File: config.mk
export PLATFORM = sky130hd
export DESIGN_NAME = shell_command_tokenizer
export DESIGN_NICKNAME = d
export VERILOG_FILES = /design/src/rtl/sct_pkg.sv /design/src/rtl/sct_front.sv /design/src/rtl/sct_queue.sv /design/src/rtl/sct_back.sv /design/src/rtl/shell_command_tokenizer.sv
export SDC_FILE = /design/constraint.sdc
export NUM_CORES = 1
export LEC_CHECK = 0
export BUFFER_PORTS_ARGS = -buffer_cell sky130_fd_sc_hd__buf_2
export CORE_ASPECT_RATIO = 1.75
export CORE_UTILIZATION = 57
export DETAILED_ROUTE_END_ITERATION = 8
export GPL_TIMING_DRIVEN = 0
export PLACE_DENSITY = 0.77
export REMOVE_ABC_BUFFERS = 1
export SLEW_MARGIN = 15
export SYNTH_ARGS = -nofsm -noshare
export SYNTH_HDL_FRONTEND = slang
export SYNTH_SLANG_ARGS = --single-unit
File: constraint.sdc
create_clock -name clk -period 5.05 [get_ports clk]
set_input_delay 0.2525 -clock clk [delete_from_list [all_inputs] [get_ports clk]]
set_output_delay 0.2525 -clock clk [all_outputs]
set_load 0.01 [all_outputs]
File: src/rtl/sct_pkg.sv
`default_nettype none

package sct_pkg;

    // character codes the lexer reacts to
    localparam logic [7:0] CH_NUL   = 8'h00;
    localparam logic [7:0] CH_TAB   = 8'h09;
    localparam logic [7:0] CH_SPACE = 8'h20;
    localparam logic [7:0] CH_AMP   = 8'h26;
    localparam logic [7:0] CH_LT    = 8'h3C;
    localparam logic [7:0] CH_GT    = 8'h3E;
    localparam logic [7:0] CH_PIPE  = 8'h7C;

    // status codes on a result
    localparam logic [1:0] ST_OK       = 2'd0;
    localparam logic [1:0] ST_GT_LT    = 2'd1;
    localparam logic [1:0] ST_UNSUPP   = 2'd2;
    localparam logic [1:0] ST_OVERFLOW = 2'd3;

    // token kinds
    localparam logic KIND_WORD = 1'b0;
    localparam logic KIND_OP   = 1'b1;

    // word length counter width
    localparam int WLEN_W = 7;

    // room for the results of one byte, and queue depth between front and back
    localparam int MAX_RES = 3;
    localparam int RES_IDX_W = 2;
    localparam int QDEPTH = 4;
    localparam int QPTR_W = 2;

    // operator waiting for its second byte
    typedef enum logic [1:0] {
        PEND_NONE = 2'd0,
        PEND_GT   = 2'd1,
        PEND_LT   = 2'd2
    } pend_t;

    // one result as it leaves the block, minus the last mark
    typedef struct packed {
        logic [7:0] tbyte;
        logic       first;
        logic       fin;
        logic       kind;
        logic [1:0] status;
        logic       done;
    } res_t;

    // all results caused by one input byte
    typedef struct packed {
        logic [RES_IDX_W-1:0]     cnt;
        res_t [MAX_RES-1:0]       res;
    } q_entry_t;

    // queue control from the front
    typedef struct packed {
        logic push;
    } q_ctl_t;

    function automatic res_t mk_res(input logic [7:0] b, input logic first,
                                    input logic fin, input logic kind,
                                    input logic [1:0] status, input logic done);
        res_t r;
        r.tbyte  = b;
        r.first  = first;
        r.fin    = fin;
        r.kind   = kind;
        r.status = status;
        r.done   = done;
        return r;
    endfunction

endpackage

`default_nettype wire

File: src/rtl/sct_front.sv
`default_nettype none

module sct_front
    import sct_pkg::*;
#(
    parameter int MAX_WORD_LEN = 99
)
(
    input  wire logic       clk,
    input  wire logic       rst_n,
    input  wire logic       accept,
    input  wire logic [7:0] in_byte,
    output q_ctl_t          ctl,
    output q_entry_t        entry
);

    localparam logic [WLEN_W-1:0] MAX_LEN = WLEN_W'(MAX_WORD_LEN);

    logic [7:0]        held_char_reg, held_char_next;
    logic              held_valid_reg, held_valid_next;
    logic              held_starts_reg, held_starts_next;
    logic [WLEN_W-1:0] wlen_reg, wlen_next;
    pend_t             pend_reg, pend_next;
    logic              discard_reg, discard_next;

    // lexer state
    always_ff @(posedge clk or negedge rst_n)
    begin
        if (!rst_n)
        begin
            held_char_reg   <= '0;
            held_valid_reg  <= 1'b0;
            held_starts_reg <= 1'b0;
            wlen_reg        <= '0;
            pend_reg        <= PEND_NONE;
            discard_reg     <= 1'b0;
        end
        else if (accept)
        begin
            held_char_reg   <= held_char_next;
            held_valid_reg  <= held_valid_next;
            held_starts_reg <= held_starts_next;
            wlen_reg        <= wlen_next;
            pend_reg        <= pend_next;
            discard_reg     <= discard_next;
        end
    end

    // classify the byte and build every result it causes
    always_comb
    begin
        logic [RES_IDX_W-1:0] n;
        logic                 do_plain;
        logic                 is_sep;
        n                = '0;
        do_plain         = 1'b0;
        entry            = '0;
        held_char_next   = held_char_reg;
        held_valid_next  = held_valid_reg;
        held_starts_next = held_starts_reg;
        wlen_next        = wlen_reg;
        pend_next        = pend_reg;
        discard_next     = discard_reg;
        is_sep           = (in_byte == CH_SPACE) || (in_byte == CH_TAB);

        if (discard_reg)
        begin
            // drop bytes until the line ends
            if (in_byte == CH_NUL)
            begin
                entry.res[n] = mk_res(CH_NUL, 1'b0, 1'b0, KIND_WORD, ST_OK, 1'b1);
                n = n + 1'b1;
                held_char_next   = '0;
                held_valid_next  = 1'b0;
                held_starts_next = 1'b0;
                wlen_next        = '0;
                pend_next        = PEND_NONE;
                discard_next     = 1'b0;
            end
        end
        else if (pend_reg == PEND_GT)
        begin
            pend_next = PEND_NONE;
            if (in_byte == CH_GT || in_byte == CH_AMP)
            begin
                entry.res[n] = mk_res(CH_GT, 1'b1, 1'b0, KIND_OP, ST_OK, 1'b0);
                n = n + 1'b1;
                entry.res[n] = mk_res(in_byte, 1'b0, 1'b1, KIND_OP, ST_OK, 1'b0);
                n = n + 1'b1;
            end
            else if (in_byte == CH_LT)
            begin
                entry.res[n] = mk_res(CH_NUL, 1'b0, 1'b0, KIND_WORD, ST_GT_LT, 1'b0);
                n = n + 1'b1;
                held_valid_next  = 1'b0;
                held_starts_next = 1'b0;
                wlen_next        = '0;
                discard_next     = 1'b1;
            end
            else
            begin
                entry.res[n] = mk_res(CH_GT, 1'b1, 1'b1, KIND_OP, ST_OK, 1'b0);
                n = n + 1'b1;
                do_plain = 1'b1;
            end
        end
        else if (pend_reg == PEND_LT)
        begin
            pend_next = PEND_NONE;
            if (in_byte == CH_LT || in_byte == CH_AMP)
            begin
                entry.res[n] = mk_res(CH_NUL, 1'b0, 1'b0, KIND_WORD, ST_UNSUPP, 1'b0);
                n = n + 1'b1;
                held_valid_next  = 1'b0;
                held_starts_next = 1'b0;
                wlen_next        = '0;
                discard_next     = 1'b1;
            end
            else
            begin
                entry.res[n] = mk_res(CH_LT, 1'b1, 1'b1, KIND_OP, ST_OK, 1'b0);
                n = n + 1'b1;
                do_plain = 1'b1;
            end
        end
        else
        begin
            pend_next = PEND_NONE;
            do_plain  = 1'b1;
        end

        // byte with no operator pending on a live line
        if (do_plain)
        begin
            if (in_byte == CH_NUL || is_sep || in_byte == CH_PIPE || in_byte == CH_AMP
                || in_byte == CH_GT || in_byte == CH_LT || wlen_reg >= MAX_LEN)
            begin
                // close the current word
                if (held_valid_reg)
                begin
                    entry.res[n] = mk_res(held_char_reg, held_starts_reg, 1'b1,
                                          KIND_WORD, ST_OK, 1'b0);
                    n = n + 1'b1;
                end
                held_valid_next  = 1'b0;
                held_starts_next = 1'b0;
                wlen_next        = '0;

                if (in_byte == CH_NUL)
                begin
                    entry.res[n] = mk_res(CH_NUL, 1'b0, 1'b0, KIND_WORD, ST_OK, 1'b1);
                    n = n + 1'b1;
                    held_char_next = '0;
                    pend_next      = PEND_NONE;
                    discard_next   = 1'b0;
                end
                else if (in_byte == CH_PIPE || in_byte == CH_AMP)
                begin
                    entry.res[n] = mk_res(in_byte, 1'b1, 1'b1, KIND_OP, ST_OK, 1'b0);
                    n = n + 1'b1;
                end
                else if (in_byte == CH_GT)
                begin
                    pend_next = PEND_GT;
                end
                else if (in_byte == CH_LT)
                begin
                    pend_next = PEND_LT;
                end
                else if (!is_sep)
                begin
                    // word too long
                    entry.res[n] = mk_res(CH_NUL, 1'b0, 1'b0, KIND_WORD,
                                          ST_OVERFLOW, 1'b0);
                    n = n + 1'b1;
                    pend_next    = PEND_NONE;
                    discard_next = 1'b1;
                end
            end
            else
            begin
                // word byte: release the previous one, hold this one
                if (held_valid_reg)
                begin
                    entry.res[n] = mk_res(held_char_reg, held_starts_reg, 1'b0,
                                          KIND_WORD, ST_OK, 1'b0);
                    n = n + 1'b1;
                end
                held_char_next   = in_byte;
                held_valid_next  = 1'b1;
                held_starts_next = (wlen_reg == '0);
                wlen_next        = wlen_reg + 1'b1;
            end
        end

        entry.cnt = n;
        ctl.push  = accept && (n != '0);
    end

endmodule

`default_nettype wire

File: src/rtl/sct_queue.sv
`default_nettype none

module sct_queue
    import sct_pkg::*;
(
    input  wire logic clk,
    input  wire logic rst_n,
    input  q_ctl_t    ctl,
    input  q_entry_t  push_entry,
    output logic      full,
    output logic      head_valid,
    output q_entry_t  head_entry,
    input  wire logic pop
);

    q_entry_t                mem [QDEPTH];
    logic [QPTR_W-1:0]       wr_ptr_reg;
    logic [QPTR_W-1:0]       rd_ptr_reg;
    logic [QPTR_W:0]         cnt_reg, cnt_next;

    // entry storage
    always_ff @(posedge clk)
    begin
        if (ctl.push)
        begin
            mem[wr_ptr_reg] <= push_entry;
        end
    end

    // pointers and fill count
    always_ff @(posedge clk or negedge rst_n)
    begin
        if (!rst_n)
        begin
            wr_ptr_reg <= '0;
            rd_ptr_reg <= '0;
            cnt_reg    <= '0;
        end
        else
        begin
            if (ctl.push)
            begin
                wr_ptr_reg <= wr_ptr_reg + 1'b1;
            end
            if (pop)
            begin
                rd_ptr_reg <= rd_ptr_reg + 1'b1;
            end
            cnt_reg <= cnt_next;
        end
    end

    always_comb
    begin
        cnt_next = cnt_reg;
        case ({ctl.push, pop})
            2'b10:   cnt_next = cnt_reg + 1'b1;
            2'b01:   cnt_next = cnt_reg - 1'b1;
            default: cnt_next = cnt_reg;
        endcase
    end

    assign full       = (cnt_reg == (QPTR_W+1)'(QDEPTH));
    assign head_valid = (cnt_reg != '0);
    assign head_entry = mem[rd_ptr_reg];

endmodule

`default_nettype wire

File: src/rtl/sct_back.sv
`default_nettype none

module sct_back
    import sct_pkg::*;
(
    input  wire logic       clk,
    input  wire logic       rst_n,
    input  wire logic       head_valid,
    input  q_entry_t        head_entry,
    output logic            pop,
    output logic            out_valid,
    input  wire logic       out_ready,
    output logic [7:0]      token_byte,
    output logic            token_first,
    output logic            token_final,
    output logic            token_kind,
    output logic [1:0]      status,
    output logic            line_done,
    output logic            last_result
);

    logic [RES_IDX_W-1:0] idx_reg, idx_next;
    logic                 out_valid_reg, out_valid_next;
    res_t                 res_reg;
    logic                 last_reg;
    logic                 load;
    logic                 is_last;
    res_t                 cur;

    // pick the next result of the head transaction
    always_comb
    begin
        load     = head_valid && (!out_valid_reg || out_ready);
        cur      = head_entry.res[idx_reg];
        is_last  = (idx_reg == head_entry.cnt - 1'b1);
        pop      = load && is_last;
        idx_next = idx_reg;
        if (load)
        begin
            idx_next = is_last ? '0 : idx_reg + 1'b1;
        end
        if (load)
        begin
            out_valid_next = 1'b1;
        end
        else if (out_ready)
        begin
            out_valid_next = 1'b0;
        end
        else
        begin
            out_valid_next = out_valid_reg;
        end
    end

    // control registers
    always_ff @(posedge clk or negedge rst_n)
    begin
        if (!rst_n)
        begin
            idx_reg       <= '0;
            out_valid_reg <= 1'b0;
        end
        else
        begin
            idx_reg       <= idx_next;
            out_valid_reg <= out_valid_next;
        end
    end

    // output payload register
    always_ff @(posedge clk)
    begin
        if (load)
        begin
            res_reg  <= cur;
            last_reg <= is_last;
        end
    end

    assign out_valid   = out_valid_reg;
    assign token_byte  = res_reg.tbyte;
    assign token_first = res_reg.first;
    assign token_final = res_reg.fin;
    assign token_kind  = res_reg.kind;
    assign status      = res_reg.status;
    assign line_done   = res_reg.done;
    assign last_result = last_reg;

endmodule

`default_nettype wire

File: src/rtl/shell_command_tokenizer.sv
// channel  | handshake            | payload
// ---------+----------------------+-----------------------------------------------
// input    | in_valid / in_ready  | in_byte
// output   | out_valid / out_ready| token_byte token_first token_final token_kind
//          |                      | status line_done last_result
//
// one byte accepted per cycle while in_ready is high; the back end drains one
// result per cycle from a 4-entry queue while the output is not stalled
// in_ready drops only while that queue is full
// the output register holds a result while out_ready is low
// rst_n clears lexer state, queue pointers and output valid at once
`default_nettype none

module shell_command_tokenizer
    import sct_pkg::*;
#(
    parameter int MAX_WORD_LEN = 99
)
(
    input  wire logic       clk,
    input  wire logic       rst_n,
    input  wire logic       in_valid,
    output logic            in_ready,
    input  wire logic [7:0] in_byte,
    output logic            out_valid,
    input  wire logic       out_ready,
    output logic [7:0]      token_byte,
    output logic            token_first,
    output logic            token_final,
    output logic            token_kind,
    output logic [1:0]      status,
    output logic            line_done,
    output logic            last_result
);

    q_ctl_t   ctl;
    q_entry_t push_entry;
    q_entry_t head_entry;
    logic     q_full;
    logic     head_valid;
    logic     pop;
    logic     accept;

    // input transaction
    assign in_ready = !q_full;
    assign accept   = in_valid && in_ready;

    sct_front #(
        .MAX_WORD_LEN (MAX_WORD_LEN)
    ) u_front (
        .clk     (clk),
        .rst_n   (rst_n),
        .accept  (accept),
        .in_byte (in_byte),
        .ctl     (ctl),
        .entry   (push_entry)
    );

    sct_queue u_queue (
        .clk        (clk),
        .rst_n      (rst_n),
        .ctl        (ctl),
        .push_entry (push_entry),
        .full       (q_full),
        .head_valid (head_valid),
        .head_entry (head_entry),
        .pop        (pop)
    );

    sct_back u_back (
        .clk         (clk),
        .rst_n       (rst_n),
        .head_valid  (head_valid),
        .head_entry  (head_entry),
        .pop         (pop),
        .out_valid   (out_valid),
        .out_ready   (out_ready),
        .token_byte  (token_byte),
        .token_first (token_first),
        .token_final (token_final),
        .token_kind  (token_kind),
        .status      (status),
        .line_done   (line_done),
        .last_result (last_result)
    );

endmodule

`default_nettype wire

==> impl_results.md <==
* Status: complete, no violations
* Mapped Cells at ~630
* Clk_lat worst skew at roughly 0.48 ns
* Die area at between 15,000 and 20,000 um^2
* Multi-input logic area at roughly 2900 um^2
* Leakage Power at 3.826 nW
* Worst Hold Class: in -> reg
* First-pass GRT wire length at 31.40 mm
* Yosys reg bits at between 200 and 250
* VDD IR-drop max at slightly below 400 uV
* Area after DPL at between 9000 and 10,000 um^2
* Detail Placement HPWL at between 10 and 15 mm
* Critical Path Source Type: primary input
* Util after Layout at between 60% and 70%
* Fin Clk Skew at about 0.013 ns
* Critical Path, Cell by Cell: buf_2 > nor3_1 > nand4_1 > or3_1 > ha_1 > nand2b_1 > o21ai_0 > ha_1 > mux2_4 > o21ai_4 > o21ai_4 > ha_1 > inv_1 > fa_1 > xor2_1 > nor2_1 > xor2_1
* Drt drc at 0
* Root Buffer: clkbuf_16
* Cell area after layout at ~10,000 um^2
* Die Height at 171.8 um
* CTS tree: yes
* Final Critical Period at 4.118 ns
* Family with the most delay on the worst path: simple AND/OR/NAND/NOR gates
* Mux contribution to synthesized area at around an eighth
* CP bufs+invs at 2
* Syn. warnings at 0
* All-Layer GR Usage at roughly a quarter
* R2r endpoint: u_queue.cnt_reg[2]
* Vias in the first global route at between 5k and 6k
* Compound-cell area share of the yosys netlist at 8.326%
* Cell mode on critical path: ha_1
* Wire per inst at 23.13 um
* Starting Density at about three fifths
* Reg2reg start: u_front.discard_reg
* Synth Flop Type: edfxtp_1
* R2r worst-path depth at 14
* Overall routed net length at between 15 and 20 mm
* Final-report hold violation count at 0
* Syn Area/Cell at approximately 15 um^2
* Critical Path AT at 4.51 ns
* Largest family of logic cells by synthesized area: multiplexers
* H-tree Lvls at 1
* Initial antenna violation count at 0
* Slew HR at a little over an eighth
* Worst Tran Pin Value at between 1 and 1.5 ns
* # port buffers at 28
* Max Slew Vio Count at 0
* Largest register FFs at between 150 and 200
* Final Worst Setup Slack at 0.9323 ns
* GRT overflow at 0
* Flop-to-flop setup slack at 1.00 ns
* Simple logic cell fraction of the synthesized area at approximately 7.7%
* Yosys cell types at between 50 and 60
* Tcrit/Tclk final at between 80% and 90%
* Num Clock Sinks at around 210
* 1st-iter DRT viols at between 500 and 600
* CP endpoint: u_queue.cnt_reg[2]
* PD cells at 537.0 nW/um^2
* Layout cells sized above 1 at between 10% and 20%
* Post-synth ARST share at about 14%
* Critical Path Stages at 17
* Largest net degree at the start of global routing at 38
* Pre-antenna DRT Iters at 5
* Max stage delay cell, worst path: or3_1
* # IOs at 29
* FMAX at 242.9 MHz
* Crit path kind: in -> reg
* Final setup viols at 0
* Sequential area share after synthesis at between 60% and 70%
* Routed via count at about 5.5k
* Area of the mapped netlist at about 9400 um^2
* Post-CTS sizing at 0
* Adder-Cell Fraction of Synth Area at roughly 1.9%
* Worst setup startpoint: in_byte[6]
* Crit end category: flop
* Final ANT Viol Nets at 0
* Diodes inserted at 0
* CTS Buffer Depth at 3
* Worst-path clk slew at roughly 0.06 ns
* Worst-path maximum fanout at 14
* Max Cap Viol at 0
* Post-synth EDFFs at about 180
* CP max stage delay at approximately 0.60 ns
* Core area at 16,030 um^2
* Final nets at about 700
* Fillers at approximately 1.1k
* Die Wd at 99.04 um
* Overall Power at 0.005618 W
* Row count at a little over 60
* Layout area overhead at 11.38%
* Synth Area in XOR/XNOR at less than 1%
* Num CTS Buffers at 19
* Routability cong. at about 0.9
* Unrepaired setup endpoints after global routing: false
* Register Area at around 6300 um^2
* Dpl ws at 0.4801 ns
* Via-to-Cell Ratio at about 6.5
* CP required at 5.45 ns
how the worst min path moves through the flow:
stage	from	to	slack (ns)	cells after the start
6_report	in_byte[7]	u_front.held_char_reg[7]	0.11	2
2_1_floorplan	rst_n	u_back.idx_reg[0]	-0.04	0
3_5_place_dp	rst_n	u_front.wlen_reg[5]	0.33	1
4_1_cts	in_byte[7]	u_front.held_char_reg[7]	0.1	2
5_1_grt	in_byte[7]	u_front.held_char_reg[7]	0.12	2
3_3_place_gp	rst_n	u_front.wlen_reg[4]	0.32	1
synth_stat cells (3+ instances only):
cell type / number / share of area (%)
a22o_1: 9 / 0.84
mux4_2: 42 / 10
o31ai_1: 3 / 0.24
a21o_1: 5 / 0.40
a31oi_1: 5 / 0.33
ha_1: 13 / 1.7
xnor2_1: 7 / 0.65
nand2_1: 53 / 2.1
edfxtp_1: 183 / 59
nand3_1: 9 / 0.48
nor4_1: 4 / 0.27
o21ai_0: 41 / 2.2
dfrtp_1: 30 / 8.0
mux2i_1: 14 / 1.5
nand4_1: 6 / 0.40
a21oi_1: 25 / 1.3
and2_1: 11 / 0.73
clkbuf_1: 22 / 0.88
nor2_1: 29 / 1.2
a21boi_0: 3 / 0.24
nor3_1: 9 / 0.48
xor2_1: 3 / 0.28
inv_1: 33 / 1.3
and3_1: 9 / 0.60
o22ai_1: 12 / 0.80
buf_1: 3 / 0.12
worst register-to-register path: cells and delay by family (launching register included):
family / cells / cell delay (ns)
fa+ha+maj: 4 / 1.40
simple gates: 3 / 0.88
compound gates: 3 / 0.64
flops: 1 / 0.54
xor+xnor: 2 / 0.30
mux: 1 / 0.15
buf+inv: 1 / 0.08
repair_timing:
action,in CTS,in global routing
hold buffers,2,0
buffers inserted,0,0
hold endpoints to repair,31,0
cell usage in the layout, fill, tap and decap left out, types with 3 or more instances in the layout:
master and count:
nand2_1 53, a21oi_1 24, buf_2 28, clkinv_2 3, clkbuf_16 21, nor2_4 4
nor3_1 9, mux4_2 42, xor2_1 3, mux2i_1 14, a22o_1 9, edfxtp_1 183
a21boi_0 3, and2_1 11, nand4_1 6, nor4_1 4, nand3_1 9, a21o_1 5
o31ai_1 3, dfrtp_1 28, o21ai_0 41, ha_1 13, xnor2_1 7, o22ai_1 12
nor2_1 25, buf_12 5, a31oi_1 5, and3_1 9, inv_1 33
power by group:
| group | internal (W) | switching, W |
|---|---|---|
| combinational | 0.000727 | 0.000873 |
| clock | 0.000790 | 0.000610 |
| sequential | 0.00237 | 0.000244 |
per-layer routing:
metal	wire (um)	share of wire (%)	GRT usage, %	up-vias
li1	-	-	-	2473
met1	7672	39	31.26	2814
met4	357	1.8	6.879	0
met2	10820	55	44.85	231
met5	0	0	0	-
met3	970	4.9	2.357	29
through the flow:
stage / instances / TNS (ns) / hold WS [ns]
after floorplan: 599 / 0 / -0.04309
after global placement: 816 / -284.70 / 0.3212
after detailed placement: 822 / 0 / 0.3313
after CTS: 857 / 0 / 0.09684
after global routing: 857 / 0 / 0.1168
final: 857 / 0 / 0.1095
cells by family after synthesis:
logic type / count (synthesis)
DFF: 213
and+or+nand+nor: 147
AOI/OAI and AO/OA: 122
buffers and inverters: 62
muxes: 59
adders and majority gates: 14
xor gates and xnor gates: 10
final cells by class:
class | count | share of cell area, %
Tap cell | 189 | 2.260
Multi-Input combinational cell | 352 | 28.15
Clock inverter | 8 | 0.5023
Sequential cell | 213 | 59.75
Inverter | 34 | 1.220
Timing Repair Buffer | 36 | 2.751
Clock buffer | 25 | 5.358
(Power assumes the default switching activity.)
